[config.mk]
export PLATFORM = sky130hd
export DESIGN_NAME = ibus_frame_parser_top
export DESIGN_NICKNAME = d
export VERILOG_FILES = /design/src/hw/rtl/ibfp_pkg.sv /design/src/hw/rtl/ibfp_ram.sv /design/src/hw/rtl/ibfp_ctrl.sv /design/src/hw/rtl/ibus_frame_parser_top.sv
export SDC_FILE = /design/constraint.sdc
export NUM_CORES = 1
export LEC_CHECK = 0
export BUFFER_PORTS_ARGS = -buffer_cell sky130_fd_sc_hd__buf_2
export CAP_MARGIN = 20
export CORE_MARGIN = 1
export CORE_UTILIZATION = 39
export DETAILED_ROUTE_END_ITERATION = 10
export PLACE_DENSITY = 0.67
export SLEW_MARGIN = 20
export SYNTH_ARGS = -nofsm -noshare
export SYNTH_HDL_FRONTEND = slang
export SYNTH_HIERARCHICAL = 1
export SYNTH_SLANG_ARGS = --single-unit
export TNS_END_PERCENT = 10
[constraint.sdc]
create_clock -name clk_i -period 11.9 [get_ports clk_i]
set_input_delay 1.785 -clock clk_i [delete_from_list [all_inputs] [get_ports clk_i]]
set_output_delay 1.785 -clock clk_i [all_outputs]
set_load 0.01 [all_outputs]
[src/hw/rtl/ibfp_pkg.sv]
// Package for the frame parser: sizes, frame constants, register map and
// the structs passed between the parser modules. No dependencies.
package ibfp_pkg;

  localparam int unsigned FRAME_BYTES  = 32;
  localparam int unsigned SUM_BYTES    = 30;
  localparam int unsigned NUM_CHANNELS = 14;
  localparam int unsigned ADDR_W       = $clog2(FRAME_BYTES);
  localparam int unsigned FILL_W       = $clog2(FRAME_BYTES + 1);
  localparam int unsigned CH_W         = 4;
  localparam int unsigned VAL_W        = 16;

  localparam logic [7:0] HDR0 = 8'h20;
  localparam logic [7:0] HDR1 = 8'h40;

  localparam int unsigned PADDR_W = 4;
  localparam logic [PADDR_W-1:0] REG_CH_MIN  = 4'h0;
  localparam logic [PADDR_W-1:0] REG_CH_MAX  = 4'h4;
  localparam logic [PADDR_W-1:0] REG_TIMEOUT = 4'h8;

  localparam logic [VAL_W-1:0] CH_MIN_RST  = 16'd1000;
  localparam logic [VAL_W-1:0] CH_MAX_RST  = 16'd2000;
  localparam logic [VAL_W-1:0] TIMEOUT_RST = 16'd100;

  localparam logic IN_BYTE = 1'b0;
  localparam logic IN_TICK = 1'b1;
  localparam logic RES_CHANNEL = 1'b0;
  localparam logic RES_STATUS  = 1'b1;

  typedef enum logic [3:0] {
    ST_IDLE,
    ST_SLIDE0,
    ST_SLIDE30,
    ST_CHK0,
    ST_CHK1,
    ST_CHK30,
    ST_EVAL,
    ST_EMIT_LO,
    ST_EMIT_HI,
    ST_EMIT_OUT,
    ST_TICK_OUT
  } state_e;

  typedef struct packed {
    logic [VAL_W-1:0] ch_min;
    logic [VAL_W-1:0] ch_max;
    logic [VAL_W-1:0] timeout;
  } cfg_t;

  typedef struct packed {
    logic              we;
    logic [ADDR_W-1:0] waddr;
    logic [7:0]        wdata;
    logic              re;
    logic [ADDR_W-1:0] raddr;
  } mem_req_t;

  typedef struct packed {
    logic             result_kind;
    logic [CH_W-1:0]  channel_index;
    logic [VAL_W-1:0] channel_value;
    logic             last;
    logic             connected;
  } res_t;

endpackage

[src/hw/rtl/ibfp_ram.sv]
// Generic single-clock RAM: one write port, one read port, registered read.
// No dependencies.
module ibfp_ram #(
  parameter int unsigned WIDTH = 8,
  parameter int unsigned DEPTH = 32
) (
  input  logic                     clk_i,
  input  logic                     we_i,
  input  logic [$clog2(DEPTH)-1:0] waddr_i,
  input  logic [WIDTH-1:0]         wdata_i,
  input  logic                     re_i,
  input  logic [$clog2(DEPTH)-1:0] raddr_i,
  output logic [WIDTH-1:0]         rdata_o
);

  logic [WIDTH-1:0] mem_q [DEPTH];
  logic [WIDTH-1:0] rdata_q;

  always_ff @(posedge clk_i) begin
    if (we_i) begin
      mem_q[waddr_i] <= wdata_i;
    end
    if (re_i) begin
      rdata_q <= mem_q[raddr_i];
    end
  end

  assign rdata_o = rdata_q;

endmodule

[src/hw/rtl/ibfp_ctrl.sv]
// Parser sequencer: keeps the byte window as a ring in the window RAM, checks
// for frames and walks out the channel values. Depends on ibfp_pkg.
module ibfp_ctrl (
  input  logic                clk_i,
  input  logic                rst_ni,
  input  ibfp_pkg::cfg_t      cfg_i,
  input  logic                in_valid_i,
  output logic                in_ready_o,
  input  logic                in_kind_i,
  input  logic [7:0]          in_byte_i,
  output ibfp_pkg::mem_req_t  mem_req_o,
  input  logic [7:0]          mem_rdata_i,
  output logic                res_valid_o,
  output ibfp_pkg::res_t      res_o,
  input  logic                slot_free_i
);

  localparam int unsigned AW = ibfp_pkg::ADDR_W;
  localparam int unsigned FW = ibfp_pkg::FILL_W;
  localparam int unsigned VW = ibfp_pkg::VAL_W;
  localparam int unsigned CW = ibfp_pkg::CH_W;

  ibfp_pkg::state_e state_q, state_d;

  logic [AW-1:0] head_q, head_d;
  logic [FW-1:0] fill_q, fill_d;
  logic [VW-1:0] sum_q, sum_d;
  logic          slide_q, slide_d;
  logic [7:0]    byte_q, byte_d;
  logic [7:0]    old0_q, old0_d;
  logic [7:0]    hdr0_q, hdr0_d;
  logic [7:0]    hdr1_q, hdr1_d;
  logic [7:0]    lo_q, lo_d;
  logic [CW-1:0] ch_q, ch_d;
  logic          seen_q, seen_d;
  logic [VW-1:0] ticks_q, ticks_d;

  logic          accept;
  logic [AW-1:0] chk_base;
  logic [AW-1:0] lo_addr;
  logic          frame_ok;
  logic          last_ch;
  logic          link_up;
  logic [VW-1:0] raw_val;
  logic [VW-1:0] clamp_lo;
  logic [VW-1:0] clamp_val;

  assign in_ready_o = (state_q == ibfp_pkg::ST_IDLE);
  assign accept     = in_valid_i && in_ready_o;

  // After a slide the new window starts one entry past the old head.
  assign chk_base = head_q + AW'(slide_q);
  assign lo_addr  = head_q + AW'({ch_q, 1'b0}) + AW'(2);
  assign last_ch  = (ch_q == CW'(ibfp_pkg::NUM_CHANNELS - 1));
  assign link_up  = seen_q && (ticks_q < cfg_i.timeout);

  // The checksum word is {window[31], window[30]}; window[31] is the new byte.
  assign frame_ok = (hdr0_q == ibfp_pkg::HDR0) && (hdr1_q == ibfp_pkg::HDR1) &&
                    ({byte_q, mem_rdata_i} == ~sum_q);

  assign raw_val   = {mem_rdata_i, lo_q};
  assign clamp_lo  = (raw_val < cfg_i.ch_min) ? cfg_i.ch_min : raw_val;
  assign clamp_val = (clamp_lo > cfg_i.ch_max) ? cfg_i.ch_max : clamp_lo;

  // Next state.
  always_comb begin
    state_d = state_q;
    case (state_q)
      ibfp_pkg::ST_IDLE: begin
        if (accept) begin
          if (in_kind_i == ibfp_pkg::IN_TICK) begin
            state_d = ibfp_pkg::ST_TICK_OUT;
          end else if (fill_q == FW'(ibfp_pkg::FRAME_BYTES)) begin
            state_d = ibfp_pkg::ST_SLIDE0;
          end else if (fill_q == FW'(ibfp_pkg::FRAME_BYTES - 1)) begin
            state_d = ibfp_pkg::ST_CHK0;
          end
        end
      end
      ibfp_pkg::ST_SLIDE0:  state_d = ibfp_pkg::ST_SLIDE30;
      ibfp_pkg::ST_SLIDE30: state_d = ibfp_pkg::ST_CHK0;
      ibfp_pkg::ST_CHK0:    state_d = ibfp_pkg::ST_CHK1;
      ibfp_pkg::ST_CHK1:    state_d = ibfp_pkg::ST_CHK30;
      ibfp_pkg::ST_CHK30:   state_d = ibfp_pkg::ST_EVAL;
      ibfp_pkg::ST_EVAL: begin
        state_d = frame_ok ? ibfp_pkg::ST_EMIT_LO : ibfp_pkg::ST_IDLE;
      end
      ibfp_pkg::ST_EMIT_LO: state_d = ibfp_pkg::ST_EMIT_HI;
      ibfp_pkg::ST_EMIT_HI: state_d = ibfp_pkg::ST_EMIT_OUT;
      ibfp_pkg::ST_EMIT_OUT: begin
        if (slot_free_i) begin
          state_d = last_ch ? ibfp_pkg::ST_IDLE : ibfp_pkg::ST_EMIT_LO;
        end
      end
      ibfp_pkg::ST_TICK_OUT: begin
        if (slot_free_i) begin
          state_d = ibfp_pkg::ST_IDLE;
        end
      end
      default: state_d = ibfp_pkg::ST_IDLE;
    endcase
  end

  // Datapath, memory requests and results.
  always_comb begin
    head_d      = head_q;
    fill_d      = fill_q;
    sum_d       = sum_q;
    slide_d     = slide_q;
    byte_d      = byte_q;
    old0_d      = old0_q;
    hdr0_d      = hdr0_q;
    hdr1_d      = hdr1_q;
    lo_d        = lo_q;
    ch_d        = ch_q;
    seen_d      = seen_q;
    ticks_d     = ticks_q;
    mem_req_o   = '0;
    res_valid_o = 1'b0;
    res_o       = '0;

    case (state_q)
      ibfp_pkg::ST_IDLE: begin
        if (accept) begin
          if (in_kind_i == ibfp_pkg::IN_TICK) begin
            if (ticks_q != '1) begin
              ticks_d = ticks_q + VW'(1);
            end
          end else begin
            byte_d = in_byte_i;
            if (fill_q == FW'(ibfp_pkg::FRAME_BYTES)) begin
              // Window full: the write of the new byte waits until the old
              // oldest entry has been read.
              slide_d = 1'b1;
            end else begin
              slide_d         = 1'b0;
              mem_req_o.we    = 1'b1;
              mem_req_o.waddr = head_q + fill_q[AW-1:0];
              mem_req_o.wdata = in_byte_i;
              fill_d          = fill_q + FW'(1);
              if (fill_q < FW'(ibfp_pkg::SUM_BYTES)) begin
                sum_d = sum_q + VW'(in_byte_i);
              end
            end
          end
        end
      end
      ibfp_pkg::ST_SLIDE0: begin
        mem_req_o.re    = 1'b1;
        mem_req_o.raddr = head_q;
      end
      ibfp_pkg::ST_SLIDE30: begin
        mem_req_o.re    = 1'b1;
        mem_req_o.raddr = head_q + AW'(ibfp_pkg::SUM_BYTES);
        old0_d          = mem_rdata_i;
      end
      ibfp_pkg::ST_CHK0: begin
        mem_req_o.re    = 1'b1;
        mem_req_o.raddr = chk_base;
        if (slide_q) begin
          sum_d = sum_q - VW'(old0_q) + VW'(mem_rdata_i);
        end
      end
      ibfp_pkg::ST_CHK1: begin
        mem_req_o.re    = 1'b1;
        mem_req_o.raddr = chk_base + AW'(1);
        hdr0_d          = mem_rdata_i;
      end
      ibfp_pkg::ST_CHK30: begin
        mem_req_o.re    = 1'b1;
        mem_req_o.raddr = chk_base + AW'(ibfp_pkg::SUM_BYTES);
        hdr1_d          = mem_rdata_i;
      end
      ibfp_pkg::ST_EVAL: begin
        // The new byte replaces the old oldest entry, which becomes the
        // newest place in the ring.
        mem_req_o.we    = slide_q;
        mem_req_o.waddr = head_q;
        mem_req_o.wdata = byte_q;
        head_d          = chk_base;
        fill_d          = FW'(ibfp_pkg::FRAME_BYTES);
        if (frame_ok) begin
          fill_d  = '0;
          sum_d   = '0;
          seen_d  = 1'b1;
          ticks_d = '0;
          ch_d    = '0;
        end
      end
      ibfp_pkg::ST_EMIT_LO: begin
        mem_req_o.re    = 1'b1;
        mem_req_o.raddr = lo_addr;
      end
      ibfp_pkg::ST_EMIT_HI: begin
        mem_req_o.re    = 1'b1;
        mem_req_o.raddr = lo_addr + AW'(1);
        lo_d            = mem_rdata_i;
      end
      ibfp_pkg::ST_EMIT_OUT: begin
        res_valid_o         = 1'b1;
        res_o.result_kind   = ibfp_pkg::RES_CHANNEL;
        res_o.channel_index = ch_q;
        res_o.channel_value = clamp_val;
        res_o.last          = last_ch;
        res_o.connected     = link_up;
        if (slot_free_i) begin
          ch_d = ch_q + CW'(1);
        end
      end
      ibfp_pkg::ST_TICK_OUT: begin
        res_valid_o         = 1'b1;
        res_o.result_kind   = ibfp_pkg::RES_STATUS;
        res_o.last          = 1'b1;
        res_o.connected     = link_up;
      end
      default: ;
    endcase
  end

  always_ff @(posedge clk_i or negedge rst_ni) begin
    if (!rst_ni) begin
      state_q <= ibfp_pkg::ST_IDLE;
      head_q  <= '0;
      fill_q  <= '0;
      sum_q   <= '0;
      seen_q  <= 1'b0;
      ticks_q <= '0;
      ch_q    <= '0;
      slide_q <= 1'b0;
    end else begin
      state_q <= state_d;
      head_q  <= head_d;
      fill_q  <= fill_d;
      sum_q   <= sum_d;
      seen_q  <= seen_d;
      ticks_q <= ticks_d;
      ch_q    <= ch_d;
      slide_q <= slide_d;
    end
  end

  always_ff @(posedge clk_i) begin
    byte_q <= byte_d;
    old0_q <= old0_d;
    hdr0_q <= hdr0_d;
    hdr1_q <= hdr1_d;
    lo_q   <= lo_d;
  end

endmodule

[src/hw/rtl/ibus_frame_parser_top.sv]
// Top level of the serial frame parser: configuration registers, the output
// register and the window RAM. Depends on ibfp_pkg, ibfp_ram and ibfp_ctrl.
//
// Usage: the input stream carries one item per received byte (tuser = 0,
// tdata = the byte) or per timer tick (tuser = 1). The output stream carries
// channel results of a good frame (tuser = 0) and one status result per tick
// (tuser = 1); tlast marks the final result caused by an input item.
// Input is taken only while the parser is idle. A byte into a window that is not
// yet full needs no RAM read, and the byte that fills it waits for the three
// check reads. Once the window holds 32 bytes, each byte waits for the five
// reads of the single read port of the window RAM. A good frame then emits 14
// results, with two RAM reads per channel.
// Reset clears the window fill, the checksum sum, the link status and the
// registers to their defaults (min 1000, max 2000, timeout 100); no RAM
// clearing is needed, so items are taken right after reset.
// A stalled output holds its item in the output register; the parser stops at
// its next result until the register frees up, and input waits meanwhile.
// Registers (APB, byte addresses): 0x0 channel_min, 0x4 channel_max,
// 0x8 timeout_ticks; write them only while the block is idle.
module ibus_frame_parser_top (
  input  logic                          clk_i,
  input  logic                          rst_ni,
  // Input item stream.
  input  logic                          s_axis_tvalid,
  output logic                          s_axis_tready,
  input  logic [7:0]                    s_axis_tdata,  // [7:0] data_byte
  input  logic                          s_axis_tuser,  // [0] kind
  // Result item stream.
  output logic                          m_axis_tvalid,
  input  logic                          m_axis_tready,
  // [3:0] channel_index, [19:4] channel_value, [20] connected, [23:21] zero
  output logic [23:0]                   m_axis_tdata,
  output logic                          m_axis_tuser,  // [0] result_kind
  output logic                          m_axis_tlast,
  // Configuration port.
  input  logic                          psel,
  input  logic                          penable,
  input  logic                          pwrite,
  input  logic [ibfp_pkg::PADDR_W-1:0]  paddr,
  input  logic [31:0]                   pwdata,
  output logic [31:0]                   prdata,
  output logic                          pready
);

  localparam int unsigned VW = ibfp_pkg::VAL_W;

  ibfp_pkg::cfg_t     cfg_q;
  ibfp_pkg::mem_req_t mem_req;
  ibfp_pkg::res_t     res;
  ibfp_pkg::res_t     out_q;
  logic               out_valid_q;
  logic               res_valid;
  logic               slot_free;
  logic [7:0]         mem_rdata;
  logic               cfg_wr;

  assign pready = 1'b1;
  assign cfg_wr = psel && penable && pwrite && pready;

  always_ff @(posedge clk_i or negedge rst_ni) begin
    if (!rst_ni) begin
      cfg_q.ch_min  <= ibfp_pkg::CH_MIN_RST;
      cfg_q.ch_max  <= ibfp_pkg::CH_MAX_RST;
      cfg_q.timeout <= ibfp_pkg::TIMEOUT_RST;
    end else if (cfg_wr) begin
      case (paddr)
        ibfp_pkg::REG_CH_MIN:  cfg_q.ch_min  <= pwdata[VW-1:0];
        ibfp_pkg::REG_CH_MAX:  cfg_q.ch_max  <= pwdata[VW-1:0];
        ibfp_pkg::REG_TIMEOUT: cfg_q.timeout <= pwdata[VW-1:0];
        default: ;
      endcase
    end
  end

  always_comb begin
    case (paddr)
      ibfp_pkg::REG_CH_MIN:  prdata = {{(32-VW){1'b0}}, cfg_q.ch_min};
      ibfp_pkg::REG_CH_MAX:  prdata = {{(32-VW){1'b0}}, cfg_q.ch_max};
      ibfp_pkg::REG_TIMEOUT: prdata = {{(32-VW){1'b0}}, cfg_q.timeout};
      default:               prdata = '0;
    endcase
  end

  ibfp_ram #(
    .WIDTH (8),
    .DEPTH (ibfp_pkg::FRAME_BYTES)
  ) u_window_ram (
    .clk_i   (clk_i),
    .we_i    (mem_req.we),
    .waddr_i (mem_req.waddr),
    .wdata_i (mem_req.wdata),
    .re_i    (mem_req.re),
    .raddr_i (mem_req.raddr),
    .rdata_o (mem_rdata)
  );

  ibfp_ctrl u_ctrl (
    .clk_i       (clk_i),
    .rst_ni      (rst_ni),
    .cfg_i       (cfg_q),
    .in_valid_i  (s_axis_tvalid),
    .in_ready_o  (s_axis_tready),
    .in_kind_i   (s_axis_tuser),
    .in_byte_i   (s_axis_tdata),
    .mem_req_o   (mem_req),
    .mem_rdata_i (mem_rdata),
    .res_valid_o (res_valid),
    .res_o       (res),
    .slot_free_i (slot_free)
  );

  // Output register: a new result may load in the cycle the old one leaves.
  assign slot_free = !out_valid_q || m_axis_tready;

  always_ff @(posedge clk_i or negedge rst_ni) begin
    if (!rst_ni) begin
      out_valid_q <= 1'b0;
    end else if (res_valid && slot_free) begin
      out_valid_q <= 1'b1;
    end else if (m_axis_tready) begin
      out_valid_q <= 1'b0;
    end
  end

  always_ff @(posedge clk_i) begin
    if (res_valid && slot_free) begin
      out_q <= res;
    end
  end

  assign m_axis_tvalid = out_valid_q;
  assign m_axis_tdata  = {3'b000, out_q.connected, out_q.channel_value, out_q.channel_index};
  assign m_axis_tuser  = out_q.result_kind;
  assign m_axis_tlast  = out_q.last;

endmodule

After elaboration in Yosys (flattened, before gate mapping)
Memory sizes are Yosys's and may differ from the RTL's. A register that Yosys moved wholly into a read port is not among the register bits.
Index checks and enable logic that the tools add are counted.
Operators by class
  $add $sub $neg: 14
  magnitude comparators: 4
  equality and inequality tests: 30
  multiplexer cells: 44
  bitwise logic cells: 2
  reduce and logical (&&, ||, !) cells: 26
Operator list (count)
  $mux 16: 11
  $pmux 16 s3: 2
  $pmux 4 s11: 1
  $mux 14: 3
  $pmux 6 s7: 1
  $add 16x8->16: 2
  $lt 16x16->1: 2
  $mux 4: 8
  $pmux 16 s2: 1
  $pmux 14 s2: 1
  $mux 6: 4
  $eq 4x3->1 const B: 5
  $eq 4x4->1 const B: 5
  $add 16x1->16 const B: 1
  $eq 16x16->1: 1
  $gt 16x16->1: 1
  $ne 16x16->1 const B: 1
  $ne 2x2->1 const B: 8
  $not 16->16: 1
  $sub 16x8->16: 1
  $pmux 6 s2: 1
  $add 5x1->5 const B: 2
  $add 5x5->5: 2
  $add 5x5->5 const B: 2
  other kinds (30): 53
Storage, ports and cells
  flip-flop bits (word level): 165
  RAM bits: 256
  output and inout port bits: 61
  memories: 1
Memories
  u_window_ram.mem_q: words 32, bits a word 8, read ports 1, clocked after Yosys merged registers in 1, wr ports 1, line ibfp_ram.sv:16  | logic [WIDTH-1:0] mem_q [DEPTH];

Depth between registers and ports, before layout
  depth after elaboration: 7
  mapped depth: 18

Cells and area by module
Netlist, hierarchy kept.
Modules (own cells, without submodules)
  ibfp_ram: times used 1, cells each 417, area an instance 10133.5 µm²
  ibfp_ctrl: times used 1, cells each 951, area an instance 8395.6 µm²
  ibus_frame_parser_top: times used 1, cells each 192, area an instance 3042.9 µm²

Worst setup path before layout
Ideal clock, no wire load.
  kind: input to output
  from: in paddr[1] (netlist name)
  to: out prdata[0]
  data arrival time: 2.720 ns
  data required time: 10.115 ns
  path slack: 7.395 ns
  stages: 4
  buffers on the path: 1
  path through: nor4b_4 clkbuf_1 a222oi_1 inv_1
On the way
  longest elaborated chain between the ends: 2
  elaborated cells between the ends (all ways): 4
  classes of those cells: eq/ne: 2; mux: 1; reduce/logical: 1
RTL lines
  start: declaration: line ibus_frame_parser_top.sv:39  | input logic [ibfp_pkg::PADDR_W-1:0] paddr,
  $eq 4x4->1, or another cell as far along: line ibus_frame_parser_top.sv:76  | case (paddr)
  $pmux 16 s3 *: line ibus_frame_parser_top.sv:76
  end: declaration: line ibus_frame_parser_top.sv:41  | output logic [31:0] prdata,
Mark *: on every way between the ends. The rest lies on a longest branch, timed or not.

==> impl_metrics.yaml <==
outcome:
  run_status: "completed"
timing:
  max_freq_ghz: 0.191
  period_share: 0.441
  hold_viol: 0
  final.setup.tns_ns: 0
  rsz0062_at_grt: "no"
  hold_slack_ns: 0.494
  skew_ns: 0.0354
  period_minus_slack_ns: 5.24
  setup_violations: 0
  slew_viol_final: 0
  relSlewSlack: 0.274
  worst_pin_slew_ns: 1.09
worst_setup_path:
  crit_chain: "and4bb_1 -> and2_4 -> xnor2_1 -> ha_1 -> o31ai_1 -> a22oi_1 -> o22ai_4 -> buf_4 -> mux4_2 -> mux4_2 -> mux2_2"
  critPathMaxFanout: 64
  cp_num_buf_inv: 1
  crit_arrival_ns: 5.59
  path_delay_family: "multiplexers"
  critPathRequiredTime_ns: 12.25
  start_kind: "flop"
  max_stage_delay_ns: 0.89
  cp_slowest_cell: "dfrtp_1"
  cp_common_cell: "mux4_2"
  crit_type: "flop to flop"
  critPathCaptureType: "flop"
yosys:
  async_flop_share: 0.238
  synth_area_leader_cell: "edfxtp_1"
  ys_seq_elements: 429
  synth-seq-area-share: 0.574
  synth_edf_count: 327
  synth.area.top_cells: "edfxtp_1 46%, dfrtp_1 10%, mux4_2 8.4%"
  synthMostInstantiatedCell: "edfxtp_1"
  synth_cells: 1560
  synth_top_area_share: 0.455
  syn_avg_cell_area_um2: 13.8
  ys_warn_count: 6
  synth_cell_types: 87
  ys_top_cells_by_count: "327 x edfxtp_1, 138 x inv_1, 99 x nor2_1"
  netlist_area_mm2: 0.0216
  ys.flop_type: "edfxtp_1"
drt:
  antenna_left: 0
  drc_errors: 0
  avgRoutedWirePerCell_um: 21.1
  vias: 13300
  drt_iter0_drc: 1127
  detail_route.first_pass.iterations: 6
  drt_wl_total_um: 50000
  routed_via_density: 5.58
clock_network:
  clk_latency_ns: 0.60
  cts_htree_levels: 2
  clk_path_buf_depth: 3
  post_cts_buffers: 0
  ctsHoldBuffers: 0
  cts.clk_slew.worst_paths_ns: 0.06
  cts_sinks: 429
  cts_tree: "built"
  cts_root_buffer: "clkbuf_16"
  numCtsBuffers: 46
  cts_resized: 0
final_layout:
  fillerInstances: 4827
  drive_gt1_frac: 0.201
  multi_input_area_mm2: 0.00827
  nNetsFinal: 1795
  ff_latch_area_mm2: 0.0124
  area_delta_synth_final_pct: 12.1
min_path:
  hp-class: "flop to flop"
placed_design:
  port_buffers: 76
  dp_hpwl_um: 33600
  gp_congestion: 0.892
floorplanning:
  die_h_um: 237
  die_area_mm2: 0.0563
  ios: 113
  die_w_um: 237
  core_mm2: 0.0542
  start_util: 0.398
  fp-row-count: 85
global_routing:
  grt_max_degree: 65
  antenna_found_initial: 1
  grt_usage: 0.179
  grt_pass1_vias: 13300
  grt_first_pass_wirelength_um: 77600
  grt.overflow.total: 0
power:
  power.density_mw_per_mm2: 267
  p_leak_nw: 9.24
  peakVddDrop_mv: 0.235
job:
  drv_cap: 0
-- stage by stage --
stage / std cells / worst slack (ns) / power [W] / cell area [um^2] / utilization
floorplan: 1578 / 7.39 / 0.00421 / 21600 / -
global placement: 2287 / 6.74 / 0.00490 / 22600 / 0.416
detailed placement: 2287 / 6.69 / 0.00497 / 22600 / 0.416
CTS: 2373 / 6.68 / 0.00649 / 24200 / 0.446
global route: 2374 / 6.36 / 0.00683 / 24200 / 0.446
finish: 2374 / 6.66 / 0.00646 / 24200 / 0.446
-- routing by layer --
metal	part of all wire	track usage	up-vias
li1	-	-	6023
met1	0.43	0.238	6690
met2	0.49	0.298	459
met3	0.059	0.0280	86
met4	0.029	0.0643	0
met5	0	0	-
-- final timing paths --
kind | startpoint | to | slack (ns) | cells past startpoint
setup / recovery | u_ctrl/state_q[2]$_DFFE_PN0P_ | u_window_ram/rdata_o[6]$_DFFE_PP_ | 6.66 | 11
hold / removal | u_ctrl/seen_q$_DFFE_PN0P_ | u_ctrl/seen_q$_DFFE_PN0P_ | 0.49 | 1
setup reg to reg | u_ctrl/state_q[2]$_DFFE_PN0P_ | u_window_ram/rdata_o[6]$_DFFE_PP_ | 6.66 | 11
hold reg to reg | u_ctrl/seen_q$_DFFE_PN0P_ | u_ctrl/seen_q$_DFFE_PN0P_ | 0.49 | 1
max in group asynchronous | rst_ni | u_ctrl/sum_q[5]$_DFFE_PN0P_ | 9.52 | 2
min in group asynchronous | rst_ni | cfg_q[36]$_DFFE_PN0P_ | 1.25 | 1
-- placed cells by master (no fill, tap or decap), drive strengths merged, types with 6 or more instances in the layout --
master	netlist	final
mux2i	18	18
clkinv	1	13
edfxtp	327	327
buf	58	94
and3	10	10
a211oi	9	9
nand2	57	57
mux2	59	59
a21oi	74	74
nand2b	10	10
conb	2	20
and2	6	6
a22o	16	16
o21ai	63	63
nand4	15	15
nand3	34	34
nor2	102	102
inv	138	140
and4	6	6
fa	11	11
nor3	15	15
a21o	23	23
a221oi	7	7
dfstp	15	15
o21a	6	6
nor4	12	12
a222oi	16	16
o22ai	10	10
xnor2	41	41
a31oi	6	6
clkbuf	23	65
nand3b	9	9
xor2	32	32
mux4	80	80
o211ai	12	12
dfrtp	87	87
ha	93	93
-- sequential cells by signal, summed over array words and instances, names as in the netlist --
register              cells
u_ctrl/state_q            4
u_window_ram/rdata_o      8
u_ctrl/ticks_q           16
u_ctrl/lo_q               8
m_axis_tdata             21
u_ctrl/seen_q             1
u_window_ram/mem_q      256
u_ctrl/old0_q             8
m_axis_tvalid             1
u_ctrl/slide_q            1
u_ctrl/head_q             5
m_axis_tuser              1
m_axis_tlast              1
u_ctrl/byte_q             8
u_ctrl/hdr1_q             8
u_ctrl/hdr0_q             8
u_ctrl/ch_q               4
cfg_q                    48
u_ctrl/fill_q             6
u_ctrl/sum_q             16
-- power by group --
group          leakage (nW)  internal (W)  switching (W)
combinational          4.13       0.00131        0.00161
clock                 0.782      0.000896       0.000609
sequential             4.33       0.00184       0.000196
-- logic make-up after synthesis --
| family | after synthesis | synth area share |
|---|---|---|
| AOI/OAI and AO/OA | 274 | 0.0857 |
| xor gates and xnor gates | 73 | 0.0296 |
| adders and majority gates | 104 | 0.0641 |
| buffers and inverters | 220 | 0.0480 |
| DFF | 429 | 0.574 |
| muxes | 157 | 0.123 |
| other | 2 | 0.000348 |
| and+or+nand+nor | 301 | 0.0751 |
-- cell type report --
| class | count | share of cell area |
|---|---|---|
| multi-input cells | 929 | 0.342 |
| diodes | 1 | 0.000103 |
| repair buffers | 94 | 0.0214 |
| clock buffers | 65 | 0.0548 |
| clock inverters | 21 | 0.0120 |
| well taps | 696 | 0.0360 |
| flip-flops and latches | 429 | 0.512 |
| inverters | 139 | 0.0216 |
Power figures use the tool's default switching activity.
